<file path="src/trilinear_vector_field_interpolator_macros.svh">
// Assertion macros shared by the interpolator RTL.
// Needs signals named clk and rst in the module that uses them.
`ifndef TRILINEAR_VECTOR_FIELD_INTERPOLATOR_MACROS_SVH
`define TRILINEAR_VECTOR_FIELD_INTERPOLATOR_MACROS_SVH

// same-cycle implication
`define ASSERT_IMPLIES(lbl, a, b) \
  lbl: assert property (@(posedge clk) disable iff (rst) (a) |-> (b)) \
    else $error("assertion failed");

// next-cycle implication
`define ASSERT_NEXT(lbl, a, b) \
  lbl: assert property (@(posedge clk) disable iff (rst) (a) |=> (b)) \
    else $error("assertion failed");

`endif

</file>
<file path="src/tvfi_pkg.sv">
// Shared types, constants and the lerp function of the field interpolator.
// No dependencies.
`timescale 1ns / 1ps

package tvfi_pkg;

  localparam int DEF_GRID_X = 32;
  localparam int DEF_GRID_Y = 32;
  localparam int DEF_GRID_Z = 512;

  localparam int ADDR_W     = 19;
  localparam int FIELD_W    = 32;
  localparam int VEC_W      = 3 * FIELD_W;
  localparam int FRAC_W     = 17;
  localparam int PIPE_DEPTH = 9;

  localparam logic [FRAC_W-1:0] FRAC_ONE    = 17'h10000;
  localparam logic [31:0]       STEPS_RESET = 32'h0100_0000;

  typedef enum logic [2:0] {
    REG_ORIGIN_X,
    REG_ORIGIN_Y,
    REG_ORIGIN_Z,
    REG_STEPS_X,
    REG_STEPS_Y,
    REG_STEPS_Z,
    REG_INVERT_MASK
  } cfg_reg_t;

  typedef enum logic {
    CMD_WRITE = 1'b0,
    CMD_QUERY = 1'b1
  } cmd_t;

  typedef struct packed {
    logic valid;
    logic query;
    logic in_grid;
  } item_ctl_t;

  // floor((a*(1-f) + b*f + 1/2)), f in Q.16 up to one
  function automatic logic signed [FIELD_W-1:0] lerp(
    input logic signed [FIELD_W-1:0] a,
    input logic signed [FIELD_W-1:0] b,
    input logic [FRAC_W-1:0]         f
  );
    logic signed [FRAC_W:0] wa;
    logic signed [FRAC_W:0] wb;
    logic signed [50:0]     s;
    wa = $signed({1'b0, FRAC_ONE - f});
    wb = $signed({1'b0, f});
    s  = 51'(a) * 51'(wa) + 51'(b) * 51'(wb) + 51'sd32768;
    return s[47:16];
  endfunction

endpackage

</file>
<file path="src/tvfi_locate.sv">
// One axis of the point locator: offset, scale, range check, mirror, split.
// Uses tvfi_pkg. Four register stages.
`timescale 1ns / 1ps

module tvfi_locate import tvfi_pkg::*; #(
  parameter int N = DEF_GRID_X
) (
  input  logic                    clk,
  input  logic signed [31:0]      point,
  input  logic signed [31:0]      origin,
  input  logic [31:0]             steps,
  input  logic                    invert,
  output logic [$clog2(N)-1:0]    idx,
  output logic [FRAC_W-1:0]       frac,
  output logic                    in_grid
);

  localparam int IW = $clog2(N);
  localparam int PW = IW + 16;
  localparam logic [40:0]   TOP_W = 41'(N - 1) << 16;
  localparam logic [PW-1:0] TOP_P = PW'(N - 1) << 16;

  logic signed [32:0] d;
  logic               neg2;
  logic [47:0]        a2;
  logic [47:0]        b2;
  logic [48:0]        sum;
  logic [40:0]        pos;
  logic [PW-1:0]      pos3;
  logic               in3;
  logic [PW-1:0]      posi;

  assign sum = 49'(a2) + 49'(b2[47:16]);
  assign pos = sum[48:8];
  assign posi = invert ? (TOP_P - pos3) : pos3;

  always_ff @(posedge clk) begin
    d    <= 33'(point) - 33'(origin);
    neg2 <= d[32];
    a2   <= 48'(d[31:0]) * 48'(steps[31:16]);
    b2   <= 48'(d[31:0]) * 48'(steps[15:0]);
    in3  <= !neg2 && (pos <= TOP_W);
    pos3 <= pos[PW-1:0];
    in_grid <= in3;
    // clamp the upper edge onto the last cell with a full fraction
    if (posi[PW-1:16] == IW'(N - 1)) begin
      idx  <= IW'(N - 2);
      frac <= FRAC_ONE;
    end else begin
      idx  <= posi[PW-1:16];
      frac <= {1'b0, posi[15:0]};
    end
  end

endmodule

</file>
<file path="config.mk">
export PLATFORM = sky130hd
export DESIGN_NAME = tvfi_locate
export DESIGN_NICKNAME = d
export VERILOG_FILES = /design/src/trilinear_vector_field_interpolator_macros.svh /design/src/tvfi_pkg.sv /design/src/tvfi_locate.sv
export SDC_FILE = /design/constraint.sdc
export NUM_CORES = 2
export LEC_CHECK = 0
export BUFFER_PORTS_ARGS = -buffer_cell sky130_fd_sc_hd__buf_2
export CAP_MARGIN = 20
export CORE_MARGIN = 2
export CORE_UTILIZATION = 65
export CTS_CLUSTER_DIAMETER = 40
export DETAILED_ROUTE_END_ITERATION = 7
export MAX_ROUTING_LAYER = met4
export PLACE_DENSITY = 0.81
export SYNTH_ARGS = -nofsm -noshare
export SYNTH_HDL_FRONTEND = slang
export SYNTH_SLANG_ARGS = --single-unit
</file>
<file path="constraint.sdc">
create_clock -name clk -period 9 [get_ports clk]
set_input_delay 0.45 -clock clk [delete_from_list [all_inputs] [get_ports clk]]
set_output_delay 0.45 -clock clk [all_outputs]
set_load 0.05 [all_outputs]
</file>
Yosys cells after proc, flatten, opt, wreduce, memory -nomap -nowiden --
Index checks and enable logic that the tools add are counted.
Storage, ports and cells: bits in registers 175, input bits 98
Cells by class: muxes and demuxes 2, $lt $le $gt $ge 1, equal/unequal tests 1, $add $sub $neg 3, reductions and logical operators 2, $mul 2
Operators with widths (count):
- 32-bit by 16-bit multiplier with 48-bit output | 2
- 48-bit by 32-bit adder with 49-bit output | 1
- 41-bit by 21-bit <= comparator with 1-bit output (second input constant) | 1
- 32-bit by 32-bit subtractor with 33-bit output | 1
- 21-bit 2-to-1 mux | 1
- 21-bit subtractor (first input constant) | 1
- 17-bit 2-to-1 mux | 1
- 5-bit == test (second input constant) | 1
- 1-bit logical AND | 1
- 1-bit zero test | 1

Depth between registers and ports, before layout --
depth after elaboration 4, mapped depth 26

Worst setup path before layout --
Ideal clock, no wire load.
kind input -> register, start point in steps[23], end point reg a2[32], stages 25, arrival time 6561 ps, setup slack 2366 ps, cells stage by stage clkbuf_1 nand2_1 fa_1 inv_1 fa_1 inv_1 fa_1 inv_1 fa_1 fa_1 inv_1 fa_1 inv_1 ha_1 a211o_1 a211o_1 a21oi_1 a22oi_1 a2111oi_2 nor2_1 a31o_2 a2111oi_2 o21bai_1 a21oi_1 xnor2_1
Between the ends: cells in the longest elaborated chain, start to end 1
Ends and longest elaborated chain:
- from (decl) | line tvfi_locate.sv:11 | input logic [31:0] steps,
- 32-bit by 16-bit multiplier with 48-bit output | line tvfi_locate.sv:40 | a2 <= 48'(d[31:0]) * 48'(steps[31:16]);
- to (signal assigned) | line tvfi_locate.sv:40
- to (decl) | line tvfi_locate.sv:25 | logic [47:0] a2;
No other way between the ends. A chain may end at the register's enable or synchronous reset.

Worst setup path after layout --
start point reg d[13], end point reg a2[46]
Between the ends: cells in the longest elaborated chain, start to end 1
Ends and longest elaborated chain:
- from (decl) | line tvfi_locate.sv:23 | logic signed [32:0] d;
- from (signal assigned) | line tvfi_locate.sv:38 | d <= 33'(point) - 33'(origin);
- 32-bit by 16-bit multiplier with 48-bit output | line tvfi_locate.sv:40
No other way between the ends.

==> metrics.cfg <==
[critical_path]
regToRegSetupSlack_ns = 1.48
startpoint = d[13]
worstPathArrival_ns = 7.95
r2r_start = d[13]
timing.rr.end = a2[46]
cp_max_fo = 20
cp-end-kind = register
rr_worst_depth = 23
cp.required_ns = 9.42
critPathKind = reg -> reg
crit_path_start_kind = register

[synthesis]
ys_top_cells_by_area = fa_1 (44%), ha_1 (9.8%), inv_1 (9.1%)
syn_inst = 4311
synth-compound-area-share_pct = 6.55
synth_fa_ha_area_share_pct = 53.5
synth_xor_area_share_pct = 3.04
synth_mux_area_share_pct = 0.105
synth.top_cell.area_share_pct = 43.7
syn_area_um2 = 38300
ys_types = 78
synth_nets = 5546
synth_seq_cells = 159
synth_warnings = 0
syn_avg_cell_area_um2 = 8.89
synth_top_family_by_area = adder cells
synth_top_flop_cell = dfxtp_1
synth-simple-area-share_pct = 17.4
async_flop_share_pct = 0
ys_seq_area_share_pct = 8.31
synth_edf_count = 0
synth_area_leader_cell = fa_1

[placed_design]
hpwlAfterDp_um = 76000
portBuffers = 120
place.gp.congestion = 0.973
placedCellCount = 5043

[sta]
rsz0062_at_grt = no
fin_crit_sh_pct = 83.6
hold_viol_final = 0
max_freq_mhz = 133
maxSlewViolCount = 0
relSlewSlack_pct = 26.0
setup_viol_count_final = 0
tightest_slew_ns = 1.11
setup_tns_ns = 0
min_period_ns = 7.52
fin_skew_ns = 0.0242

[final_layout]
final_cells = 5088
layout_commonest_cell = inv_1
mostFrequentLayoutCells = inv_1 (926), fa_1 (836), nand2_1 (676)
finish.net_count = 5535
fin_util_pct = 69.3
syn_to_final_growth_pct = 4.90
layout-drive-gt1-share_pct = 5.36

[status]
status = completed

[floorplan]
die-area_um2 = 60900
floorplan.initialDensity_pct = 66.0
die_x_um = 247
design.core.area_um2 = 58000
die_y_um = 247
num_rows = 88
io_pins = 121

[global_routing]
grt_pass1_vias = 31600
grt_pass1_wl_um = 161000
grt_start_max_net_pins = 33
grt_overflow = 0
antenna_found_initial = 8
track_usage_pct = 35.2

[clock_network]
cts_inserted_buffers = 17
h-tree-depth = 4
holdBufCountCts = 0
post_cts_resized = 0
cts_buffer_depth = 2
clock_sinks = 159
cts_tree = done
cts-root-buf = clkbuf_16
clk_pin_slew_ns = 0.07
cts_setup_buffers = 0
clkLatencyLatePin_ns = 0.51

[routing]
drt_iter0_markers = 2054
postRouteAntennaNets = 0
drc_errors = 0
wl_um = 96700
via_per_inst = 5.73
drt_first_pass_iters = 6
vias = 29100
wl_per_cell_um = 19.0

[hold_path]
min_path_cells = 3
holdCritStartpoint = origin[0]
hold_path_end = d[0]
hold_class = in -> reg

[flow_run]
maxCapViolations = 0

## worst max-delay path, cell delays in order (launching register included)
cell and delay (ns):
dfxtp_1 1.00, buf_4 0.29, nand2_1 0.08, fa_1 0.52, fa_1 0.52, fa_1 0.51
inv_1 0.05, fa_1 0.50, fa_1 0.49, inv_1 0.05, fa_1 0.48, inv_1 0.04
ha_1 0.36, a211o_1 0.32, a211o_1 0.27, a21oi_1 0.11, a22oi_1 0.17, a2111oi_2 0.40
nor2_1 0.18, a21oi_2 0.24, o21ai_1 0.18, or2_1 0.30, a221oi_2 0.25, xnor2_1 0.14
## per-layer routing
| layer | wire (um) | share of wire [%] | GRT usage (%) | vias to the layer above |
|---|---|---|---|---|
| li1 | - | - | - | 12800 |
| met1 | 36300 | 38 | 42.2 | 14600 |
| met2 | 46300 | 48 | 56.9 | 1381 |
| met3 | 10100 | 10 | 8.74 | 296 |
| met4 | 4050 | 4.2 | 15.2 | 0 |
| met5 | 0 | 0 | - | - |
## how the worst max path moves through the flow
stage,cells after the start,endpoint
after floorplan,25,a2[32]
after global placement,23,a2[45]
after detailed placement,22,a2[46]
after CTS,22,a2[46]
after global routing,23,a2[32]
final,23,a2[46]
## kinds of logic after synthesis
kind of cell	count (synthesis)
adder cells (fa/ha/maj)	1137
flip-flops	159
AO/OA/AOI/OAI	379
buffers and inverters	1128
XOR/XNOR	132
multiplexers	4
AND/OR/NAND/NOR	1372
## stage by stage
step                      hold WS, ns  worst slack [ns]  instance area, um2
after floorplan                 0.310              2.37               38300
after global placement          0.312              1.61               39500
after detailed placement        0.314              1.43               39500
after CTS                       0.174              1.41               40100
after global routing            0.209              1.13               40200
final                           0.206              1.48               40200
## sequential cells by signal, indices dropped and copies added, names as in the netlist
register / count
b2: 32
in3: 1
d: 33
in_grid: 1
pos3: 21
a2: 48
idx: 5
neg2: 1
frac: 17
## cell usage after synthesis, types with 3 or more instances
library cell,instances
clkbuf_1,199
o21a_1,23
ha_1,301
o221ai_1,4
nor2b_1,20
a211oi_1,12
mux2i_1,4
a21oi_1,111
nor4_1,5
nor3_1,25
nand4_1,21
o31a_1,4
a221oi_1,4
fa_1,836
a31oi_1,12
o31ai_1,5
and4_1,9
o211ai_1,6
nand2b_1,12
xnor2_1,80
a21boi_0,4
or3_1,6
nand2_1,676
nand3_1,24
a21oi_2,3
and3_1,14
inv_1,926
and2_1,432
a21o_1,61
xor2_1,51
or4_1,6
o21ai_1,12
a41oi_1,3
a211o_1,7
dfxtp_1,159
o21ai_0,64
o21bai_1,12
nor2_1,100
nand3b_1,4
or2_2,4
## layout make-up
class / count / area, um2
Antenna cell: 10 / 25.0
Clock buffer: 17 / 425
Clock inverter: 15 / 213
Fill cell: 4456 / 17800
Inverter: 926 / 3480
Multi-Input combinational cell: 3024 / 30900
Sequential cell: 159 / 3180
Tap cell: 765 / 957
Timing Repair Buffer: 172 / 1030
Power is not shown: default switching activity piles up to over one toggle a cycle in this logic, so the estimate is an artifact.
